**src/sv/trb_pkg.sv**
```systemverilog
// shared constants, codes and control types for the token replay buffer
package trb_pkg;

  localparam int BUFFER_DEPTH = 64;
  localparam int MARK_DEPTH   = 16;
  localparam int TOKEN_WIDTH  = 32;

  localparam int IDX_W   = (BUFFER_DEPTH > 1) ? $clog2(BUFFER_DEPTH) : 1;
  localparam int CNT_W   = $clog2(BUFFER_DEPTH + 1);
  localparam int MIDX_W  = (MARK_DEPTH > 1) ? $clog2(MARK_DEPTH) : 1;
  localparam int MCNT_W  = $clog2(MARK_DEPTH + 1);
  localparam int OP_W    = 2;
  localparam int STAT_W  = 3;

  typedef enum logic [OP_W-1:0] {
    OP_CONSUME = 2'd0,
    OP_MARK    = 2'd1,
    OP_RESET   = 2'd2,
    OP_FLUSH   = 2'd3
  } op_e;

  typedef enum logic [STAT_W-1:0] {
    ST_OK         = 3'd0,
    ST_FULL       = 3'd1,
    ST_MARK_OVER  = 3'd2,
    ST_MARK_UNDER = 3'd3,
    ST_NO_CURSOR  = 3'd4
  } status_e;

  // sequencer commands to the datapath
  typedef struct packed {
    logic capture;
    logic exec;
    logic rd;
    logic load;
  } trb_cmd_t;

  // datapath status back to the sequencer
  typedef struct packed {
    logic out_full;
  } trb_stat_t;

endpackage

```
**src/sv/trb_in_if.sv**
```systemverilog
// request channel: operation and scanner token
interface trb_in_if;
  logic                            valid;
  logic                            ready;
  logic [trb_pkg::OP_W-1:0]        op;
  logic [trb_pkg::TOKEN_WIDTH-1:0] new_token;

  modport source (output valid, output op, output new_token, input ready);
  modport sink   (input valid, input op, input new_token, output ready);
endinterface

```
**src/sv/trb_out_if.sv**
```systemverilog
// result channel: current token, count and status
interface trb_out_if;
  logic                            valid;
  logic                            ready;
  logic [trb_pkg::TOKEN_WIDTH-1:0] current_token;
  logic                            token_valid;
  logic [trb_pkg::CNT_W-1:0]       entry_count;
  logic [trb_pkg::STAT_W-1:0]      status;

  modport source (output valid, output current_token, output token_valid,
                  output entry_count, output status, input ready);
  modport sink   (input valid, input current_token, input token_valid,
                  input entry_count, input status, output ready);
endinterface

```
**src/sv/trb_ctrl.sv**
```systemverilog
// sequencer: capture, pointer update, token read, result load
module trb_ctrl (
  input  logic              clk_i,
  input  logic              rst_ni,
  input  logic              in_valid_i,
  output logic              in_ready_o,
  input  trb_pkg::trb_stat_t stat_i,
  output trb_pkg::trb_cmd_t  cmd_o
);
  import trb_pkg::*;

  typedef enum logic [3:0] {
    S_IDLE = 4'b0001,
    S_EXEC = 4'b0010,
    S_READ = 4'b0100,
    S_LOAD = 4'b1000
  } ctrl_state_e;

  ctrl_state_e state_q, state_d;

  always_comb begin
    state_d     = state_q;
    in_ready_o  = 1'b0;
    cmd_o       = '0;
    unique case (state_q)
      S_IDLE: begin
        in_ready_o    = 1'b1;
        cmd_o.capture = in_valid_i;
        if (in_valid_i) state_d = S_EXEC;
      end
      S_EXEC: begin
        cmd_o.exec = 1'b1;
        state_d    = S_READ;
      end
      S_READ: begin
        cmd_o.rd = 1'b1;
        state_d  = S_LOAD;
      end
      S_LOAD: begin
        // hold until the output register is free
        if (!stat_i.out_full) begin
          cmd_o.load = 1'b1;
          state_d    = S_IDLE;
        end
      end
      default: state_d = S_IDLE;
    endcase
  end

  always_ff @(posedge clk_i or negedge rst_ni) begin
    if (!rst_ni) begin
      state_q <= S_IDLE;
    end else begin
      state_q <= state_d;
    end
  end

endmodule

```
**src/sv/trb_dp.sv**
```systemverilog
// datapath: ring pointers, token memory, mark stack and output register
module trb_dp (
  input  logic                            clk_i,
  input  logic                            rst_ni,
  input  trb_pkg::trb_cmd_t               cmd_i,
  output trb_pkg::trb_stat_t              stat_o,
  input  logic [trb_pkg::OP_W-1:0]        op_i,
  input  logic [trb_pkg::TOKEN_WIDTH-1:0] new_token_i,
  input  logic                            out_ready_i,
  output logic                            out_valid_o,
  output logic [trb_pkg::TOKEN_WIDTH-1:0] current_token_o,
  output logic                            token_valid_o,
  output logic [trb_pkg::CNT_W-1:0]       entry_count_o,
  output logic [trb_pkg::STAT_W-1:0]      status_o
);
  import trb_pkg::*;

  localparam logic [IDX_W:0]  DEPTH_X = (IDX_W+1)'(BUFFER_DEPTH);
  localparam logic [CNT_W-1:0] DEPTH_C = CNT_W'(BUFFER_DEPTH);
  localparam logic [MCNT_W-1:0] MDEPTH_C = MCNT_W'(MARK_DEPTH);

  typedef struct packed {
    logic [IDX_W-1:0] pos;
    logic             present;
  } mark_t;

  function automatic logic [IDX_W-1:0] ring_add(input logic [IDX_W-1:0] a,
                                                input logic [IDX_W-1:0] b);
    logic [IDX_W:0] sum;
    sum = {1'b0, a} + {1'b0, b};
    if (sum >= DEPTH_X) sum = sum - DEPTH_X;
    return sum[IDX_W-1:0];
  endfunction

  logic [TOKEN_WIDTH-1:0] token_mem [BUFFER_DEPTH];
  mark_t                  mark_q [MARK_DEPTH];

  logic [OP_W-1:0]        op_q;
  logic [TOKEN_WIDTH-1:0] tok_q;
  logic [IDX_W-1:0]       head_q, head_d;
  logic [CNT_W-1:0]       held_q, held_d;
  logic [IDX_W-1:0]       cur_q, cur_d;
  logic                   pres_q, pres_d;
  logic [MCNT_W-1:0]      depth_q, depth_d;
  status_e                status_q, status_d;
  logic [TOKEN_WIDTH-1:0] rd_data_q;

  logic                   out_valid_q;
  logic [TOKEN_WIDTH-1:0] out_tok_q;
  logic                   out_tv_q;
  logic [CNT_W-1:0]       out_cnt_q;
  logic [STAT_W-1:0]      out_st_q;

  logic                   mem_we;
  logic [IDX_W-1:0]       mem_waddr;
  logic                   mark_we;
  mark_t                  mark_wdata;
  logic [MCNT_W-1:0]      depth_dec;
  mark_t                  mark_top;
  logic [IDX_W-1:0]       rel_off;
  logic [IDX_W:0]         rel_sum;
  logic                   cur_valid;

  assign depth_dec = depth_q - 1'b1;
  assign mark_top  = mark_q[depth_dec[MIDX_W-1:0]];
  // distance of the marked ring slot from the head
  assign rel_sum   = (mark_top.pos >= head_q) ? {1'b0, mark_top.pos} - {1'b0, head_q}
                                              : {1'b0, mark_top.pos} + DEPTH_X
                                                - {1'b0, head_q};
  assign rel_off   = rel_sum[IDX_W-1:0];
  assign mem_waddr = ring_add(head_q, held_q[IDX_W-1:0]);
  assign cur_valid = pres_q && (CNT_W'(cur_q) < held_q);

  always_comb begin
    head_d     = head_q;
    held_d     = held_q;
    cur_d      = cur_q;
    pres_d     = pres_q;
    depth_d    = depth_q;
    status_d   = ST_OK;
    mem_we     = 1'b0;
    mark_we    = 1'b0;
    mark_wdata = '{pos: '0, present: pres_q};
    if (pres_q) mark_wdata.pos = ring_add(head_q, cur_q);
    unique case (op_e'(op_q))
      OP_CONSUME: begin
        if (pres_q && (CNT_W'(cur_q) + 1'b1 < held_q)) begin
          cur_d = cur_q + 1'b1;
        end else if (held_q == DEPTH_C) begin
          status_d = ST_FULL;
        end else begin
          mem_we = 1'b1;
          held_d = held_q + 1'b1;
          cur_d  = held_q[IDX_W-1:0];
          pres_d = 1'b1;
        end
      end
      OP_MARK: begin
        if (depth_q == MDEPTH_C) begin
          status_d = ST_MARK_OVER;
        end else begin
          mark_we = 1'b1;
          depth_d = depth_q + 1'b1;
        end
      end
      OP_RESET: begin
        if (depth_q == '0) begin
          status_d = ST_MARK_UNDER;
        end else begin
          depth_d = depth_dec;
          if (mark_top.present && (CNT_W'(rel_off) < held_q)) begin
            cur_d  = rel_off;
            pres_d = 1'b1;
          end else begin
            cur_d  = '0;
            pres_d = 1'b0;
          end
        end
      end
      OP_FLUSH: begin
        if (!pres_q) begin
          status_d = ST_NO_CURSOR;
        end else begin
          head_d = ring_add(head_q, cur_q);
          held_d = held_q - CNT_W'(cur_q);
          cur_d  = '0;
          if (depth_q != '0) depth_d = depth_dec;
        end
      end
      default: status_d = ST_OK;
    endcase
  end

  always_ff @(posedge clk_i or negedge rst_ni) begin
    if (!rst_ni) begin
      head_q      <= '0;
      held_q      <= '0;
      cur_q       <= '0;
      pres_q      <= 1'b0;
      depth_q     <= '0;
      status_q    <= ST_OK;
      out_valid_q <= 1'b0;
    end else begin
      if (cmd_i.exec) begin
        head_q   <= head_d;
        held_q   <= held_d;
        cur_q    <= cur_d;
        pres_q   <= pres_d;
        depth_q  <= depth_d;
        status_q <= status_d;
      end
      out_valid_q <= cmd_i.load | (out_valid_q & ~out_ready_i);
    end
  end

  // payload registers, no reset
  always_ff @(posedge clk_i) begin
    if (cmd_i.capture) begin
      op_q  <= op_i;
      tok_q <= new_token_i;
    end
    if (cmd_i.exec && mem_we) token_mem[mem_waddr] <= tok_q;
    if (cmd_i.exec && mark_we) mark_q[depth_q[MIDX_W-1:0]] <= mark_wdata;
    if (cmd_i.rd) rd_data_q <= token_mem[ring_add(head_q, cur_q)];
    if (cmd_i.load) begin
      out_tok_q <= cur_valid ? rd_data_q : '0;
      out_tv_q  <= cur_valid;
      out_cnt_q <= held_q;
      out_st_q  <= status_q;
    end
  end

  assign stat_o.out_full = out_valid_q & ~out_ready_i;
  assign out_valid_o     = out_valid_q;
  assign current_token_o = out_tok_q;
  assign token_valid_o   = out_tv_q;
  assign entry_count_o   = out_cnt_q;
  assign status_o        = out_st_q;

endmodule

```
**src/sv/token_replay_buffer_with_marks.sv**
```systemverilog
// Token replay buffer with a mark stack for a backtracking parser. Each request
// (consume, mark, reset to mark, flush) is handled by a four-step sequencer:
// capture, pointer and token-store update, registered token-memory read, and
// result load. The load step waits while the output register still holds an
// untaken result, and one request is in flight at a time. The next request
// is accepted as soon as its predecessor's result is in the output register,
// even while that result still waits to be taken. No clearing pass after reset.
module token_replay_buffer_with_marks (
  input  logic clk_i,
  input  logic rst_ni,
  trb_in_if.sink    in_i,
  trb_out_if.source out_o
);
  import trb_pkg::*;

  trb_cmd_t  cmd;
  trb_stat_t stat;

  trb_ctrl u_ctrl (
    .clk_i      (clk_i),
    .rst_ni     (rst_ni),
    .in_valid_i (in_i.valid),
    .in_ready_o (in_i.ready),
    .stat_i     (stat),
    .cmd_o      (cmd)
  );

  trb_dp u_dp (
    .clk_i           (clk_i),
    .rst_ni          (rst_ni),
    .cmd_i           (cmd),
    .stat_o          (stat),
    .op_i            (in_i.op),
    .new_token_i     (in_i.new_token),
    .out_ready_i     (out_o.ready),
    .out_valid_o     (out_o.valid),
    .current_token_o (out_o.current_token),
    .token_valid_o   (out_o.token_valid),
    .entry_count_o   (out_o.entry_count),
    .status_o        (out_o.status)
  );

  // one request in flight at a time
  a_one_in_flight: assert property (@(posedge clk_i) disable iff (!rst_ni)
    in_i.valid && in_i.ready |=> !in_i.ready)
    else $error("request accepted while another is in flight");

  a_count_bound: assert property (@(posedge clk_i) disable iff (!rst_ni)
    out_o.valid |-> out_o.entry_count <= CNT_W'(BUFFER_DEPTH))
    else $error("entry count beyond buffer depth");

  a_no_token_zero: assert property (@(posedge clk_i) disable iff (!rst_ni)
    out_o.valid && !out_o.token_valid |-> out_o.current_token == '0)
    else $error("token shown without a cursor");

  // a dropped consume can only be reported on a full buffer
  a_full_status: assert property (@(posedge clk_i) disable iff (!rst_ni)
    out_o.valid && out_o.status == ST_FULL |-> out_o.entry_count == CNT_W'(BUFFER_DEPTH))
    else $error("full status with room left");

endmodule

```
**src/flat_wrapper.sv**
```systemverilog
// flat-port wrapper written by rule: the top's interface ports become plain ports
module token_replay_buffer_with_marks_flat import trb_pkg::*;
  (clk_i, rst_ni, in_i_valid, in_i_op, in_i_new_token, in_i_ready, out_o_valid, out_o_current_token, out_o_token_valid, out_o_entry_count, out_o_status, out_o_ready);
  trb_in_if in_i_i ();
  trb_out_if out_o_i ();
  input  logic clk_i;
  input  logic rst_ni;
  input wire logic [$bits(in_i_i.valid)-1:0] in_i_valid;
  input wire logic [$bits(in_i_i.op)-1:0] in_i_op;
  input wire logic [$bits(in_i_i.new_token)-1:0] in_i_new_token;
  output wire logic [$bits(in_i_i.ready)-1:0] in_i_ready;
  output wire logic [$bits(out_o_i.valid)-1:0] out_o_valid;
  output wire logic [$bits(out_o_i.current_token)-1:0] out_o_current_token;
  output wire logic [$bits(out_o_i.token_valid)-1:0] out_o_token_valid;
  output wire logic [$bits(out_o_i.entry_count)-1:0] out_o_entry_count;
  output wire logic [$bits(out_o_i.status)-1:0] out_o_status;
  input wire logic [$bits(out_o_i.ready)-1:0] out_o_ready;
  assign in_i_i.valid = in_i_valid;
  assign in_i_i.op = in_i_op;
  assign in_i_i.new_token = in_i_new_token;
  assign in_i_ready = in_i_i.ready;
  assign out_o_valid = out_o_i.valid;
  assign out_o_current_token = out_o_i.current_token;
  assign out_o_token_valid = out_o_i.token_valid;
  assign out_o_entry_count = out_o_i.entry_count;
  assign out_o_status = out_o_i.status;
  assign out_o_i.ready = out_o_ready;
  token_replay_buffer_with_marks u_core (.clk_i(clk_i), .rst_ni(rst_ni), .in_i(in_i_i), .out_o(out_o_i));
endmodule
```
**config.mk**
```make
export PLATFORM = sky130hd
export DESIGN_NAME = token_replay_buffer_with_marks_flat
export DESIGN_NICKNAME = d
export VERILOG_FILES = /design/src/sv/trb_pkg.sv /design/src/sv/trb_in_if.sv /design/src/sv/trb_out_if.sv /design/src/sv/trb_ctrl.sv /design/src/sv/trb_dp.sv /design/src/sv/token_replay_buffer_with_marks.sv /design/src/flat_wrapper.sv
export SDC_FILE = /design/constraint.sdc
export NUM_CORES = 2
export LEC_CHECK = 0
export BUFFER_PORTS_ARGS = -buffer_cell sky130_fd_sc_hd__buf_2
export CAP_MARGIN = 0
export CELL_PAD_IN_SITES_DETAIL_PLACEMENT = 0
export CELL_PAD_IN_SITES_GLOBAL_PLACEMENT = 1
export CORE_MARGIN = 2
export CORE_UTILIZATION = 60
export DETAILED_ROUTE_END_ITERATION = 6
export GPL_ROUTABILITY_DRIVEN = 1
export MAX_ROUTING_LAYER = met4
export PLACE_DENSITY_LB_ADDON = 0.3
export REMOVE_ABC_BUFFERS = 1
export SLEW_MARGIN = 5
export SYNTH_ARGS = -nofsm -noshare
export SYNTH_HDL_FRONTEND = slang
export SYNTH_HIERARCHICAL = 1
export SYNTH_SLANG_ARGS = --single-unit
```
**constraint.sdc**
```tcl
create_clock -name clk_i -period 13.8 [get_ports clk_i]
set_input_delay 4.14 -clock clk_i [delete_from_list [all_inputs] [get_ports clk_i]]
set_output_delay 4.14 -clock clk_i [all_outputs]
set_load 0.05 [all_outputs]
```
==> impl_metrics.json <==
{
  "post-route-period-util_pct": 45.27,
  "dieArea_sq_um": 151300,
  "syn-cell-area_sq_um": 88910,
  "min_path_cells": 0,
  "outcome": "completed",
  "synth_area_per_cell_sq_um": 23.67,
  "regArea_sq_um": 68960,
  "cts.sinks": 2302,
  "worstPathMaxFanout": 8,
  "layout.cells.most_common_list": "edfxtp_1 (2,269), mux4_2 (675), clkbuf_16 (218), buf_4 (136), buf_2 (82)",
  "crit_required_ns": 9.66,
  "core_sq_um": 147500,
  "grt_busiest_layer": "met2",
  "postCtsSetupBuffers": 0,
  "hold_path_end": "u_core/u_dp/token_mem[10][19]",
  "final_common_cell": "edfxtp_1",
  "worstReg2RegEnd": "u_core/u_dp/rd_data_q[2]",
  "ctsResizeCount": 0,
  "synthToLayoutAreaGrowth_pct": 11.75,
  "r2r_setup_slack_ns": 7.72,
  "track_usage_pct": 28.21,
  "clock_skew_ns": 0.05254,
  "p_per_area_nw_per_um2": 232.9,
  "power_mw": 23.15,
  "rsz0062_at_grt": "no",
  "cp.arrival_ns": 2.11,
  "routed_wl_um": 203500,
  "gr-usage-met2_pct": 44.25,
  "met1_usage_pct": 39.14,
  "reg2reg_depth": 9,
  "layout.cells.non_filler": 6126,
  "setup_viol": 0,
  "n_fill_cell": 8908,
  "cts_tree": "done",
  "hpwl_um": 101100,
  "cts_root_buf": "clkbuf_16",
  "max-cap-violations": 0,
  "multi_input_area_sq_um": 19500,
  "syn_inst": 3757,
  "hold_buffers": 0,
  "place_area_sq_um": 92530,
  "htreeDepth": 4,
  "criticalPathCategory": "register to output port",
  "place_inst": 5726,
  "vias": 41120,
  "end_kind": "output port",
  "synth_async_sr_flop_share_pct": 1.434,
  "synth_edf_count": 2269,
  "grt_max_degree": 137,
  "insertion_delay_ns": 0.84,
  "drt_iter0_drc": 5651,
  "cpPeakStageDelay_ns": 0.48,
  "crit_path_start_kind": "register",
  "cts_inserted_buffers": 216,
  "path_clk_slew_ns": 0.06,
  "ys.flop_type": "edfxtp_1",
  "crit_path_top_delay_cell": "dfrtp_1",
  "r2r_start": "u_core/u_dp/cur_q[0]",
  "hp-class": "register to register",
  "worst_slew_pin_slew_ns": 1.252,
  "num_io_pins": 83,
  "fin_nets": 4097,
  "rows": 141,
  "min_from": "u_core/u_dp/tok_q[19]",
  "leakagePower_nw": 30.80,
  "fp.dieH_um": 389.0,
  "vias_per_cell": 6.712,
  "grt_pass1_vias": 41301,
  "drc": 0,
  "grt.met3_usage_pct": 5.857,
  "synth.distinct_cells": 59,
  "synth_seq_cells": 2302,
  "ant_nets": 0,
  "portBuffers": 82,
  "drtPass1Iterations": 7,
  "initial_core_util_pct": 60.29,
  "ctsLongestPathBuffers": 3,
  "seq_area_frac_synth_pct": 77.56,
  "max_slew_margin_pct": 16.26,
  "crit_chain": "nor4b_2 > buf_2",
  "grt_pass1_wl_um": 291400,
  "die_w_um": 389.0,
  "hold_viol_final": 0,
  "antenna_found_initial": 6,
  "period_needed_ns": 6.248,
  "design_area_sq_um": 99360,
  "fmax_mhz": 160.1,
  "drive_gt1_share_pct": 30.57,
  "yosys_warnings": 6,
  "gp_congestion": 0.7940,
  "drv_slew": 0,
  "grt_overflow_total": 0,
  "route.detailed.wl_per_inst_um": 33.22,
  "ir_drop_mv": 0.3680
}
==> metal layers <==
layer  vias up  part of all wire [%]
met5         -                     0
met4         0                   1.9
met3       302                    10
met2      2323                    50
met1     21938                    38
li1      16557                     -
==> state kept, by name, summed over array words and instances (netlist names), 5 cells and up <==
signal and count:
u_core/u_dp/cur_q 6, u_core/u_dp/held_q 7, u_core/u_dp/rd_data_q 32, u_core/u_dp/tok_q 32
u_core/u_dp/mark_q 112, u_core/u_dp/head_q 6, u_core/u_dp/token_mem 2048, u_core/u_dp/depth_q 5
u_core/u_dp/entry_count_o 7, u_core/u_dp/current_token_o 32
==> cells by family (layout without fill, tap and decap cells) <==
| kind of cell | count (synthesis) | after routing | share of synthesized area, % |
|---|---|---|---|
| flip-flops | 2302 | 2302 | 77.56 |
| other | 0 | 2 | 0 |
| AO/OA/AOI/OAI | 188 | 188 | 1.382 |
| AND/OR/NAND/NOR | 261 | 261 | 1.402 |
| buffers and inverters | 219 | 656 | 1.155 |
| adder cells (fa/ha/maj) | 45 | 45 | 0.6670 |
| XOR/XNOR | 30 | 30 | 0.3124 |
| multiplexers | 712 | 712 | 17.52 |
==> area by class of cell <==
cell class / instances / area share (%)
flip-flops and latches: 2302 / 69.41
multi-input cells: 1236 / 19.63
clock buffers: 269 / 5.683
well taps: 1930 / 2.430
repair buffers: 222 / 1.521
clock inverters: 129 / 1.190
inverters: 36 / 0.1360
diodes: 2 / 0.005037
==> critical path: cells and delay by family, from the launching register on <==
| family | cells | cell delay [ns] |
|---|---|---|
| buffers and inverters | 1 | 0.34 |
| flip-flops | 1 | 0.48 |
| AND/OR/NAND/NOR | 1 | 0.45 |
==> report_power, final <==
part           switching (mW)  internal [mW]  leakage [nW]
sequential              0.112           8.27          20.8
combinational            4.98           4.05          6.63
clock                    2.49           3.23          3.33
total                    7.59           15.6          30.8
==> cells in the mapped netlist, drive strengths merged (2+ instances only) <==
library cell,number,area (sq um)
o22ai,4,25.02
nand3,8,40.04
a21boi,36,270.3
nor3b,4,30.03
mux4,675,15200
xor2,10,87.58
a211oi,34,255.2
mux2,5,56.30
or2,3,18.77
nor3,15,80.08
mux2i,32,320.3
nor2b,41,256.5
o311ai,3,26.28
nor2,107,401.6
nand2b,10,62.56
o21bai,2,15.01
o221ai,4,35.03
and2,9,56.30
buf,98,573.1
o21ai,16,80.07
nand4,8,50.05
edfxtp,2269,68140
a21oi,60,300.3
a31oi,6,37.54
clkbuf,85,319.1
o21a,7,52.55
inv,36,135.1
or3,4,25.02
o211ai,3,22.52
xnor2,20,190.2
fa,4,80.08
ha,41,513.0
dfrtp,32,800.8
a2bb2oi,3,26.28
nand2,46,172.7
a21o,4,30.03
nor4b,2,23.77
==> stage by stage <==
| stage | worst slack (ns) | setup TNS [ns] | utilization [%] | hold slack (ns) |
|---|---|---|---|---|
| 6_report | 7.552 | 0 | 67.37 | 0.4467 |
| 3_5_place_dp | 7.736 | 0 | 62.73 | 0.4367 |
| 2_1_floorplan | -7.779 | -378.94 | - | 0.4211 |
| 3_3_place_gp | 7.746 | 0 | 62.73 | 0.4300 |
| 5_1_grt | 7.444 | 0 | 67.36 | 0.4648 |
| 4_1_cts | 7.508 | 0 | 67.36 | 0.4506 |
==> worst max path at each step <==
stage                             startpoint                        to  cells after the start
floorplan              u_core/u_dp/head_q[0]  u_core/u_dp/rd_data_q[0]                      6
global placement        u_core/u_dp/cur_q[0]  u_core/u_dp/rd_data_q[2]                      9
detailed placement      u_core/u_dp/cur_q[0]  u_core/u_dp/rd_data_q[2]                      9
CTS                 u_core/u_ctrl/state_q[3]                in_i_ready                      2
global route          u_core/u_dp/depth_q[0]      u_core/u_dp/cur_q[5]                     20
finish              u_core/u_ctrl/state_q[2]                in_i_ready                      2
(Power assumes the default switching activity.)
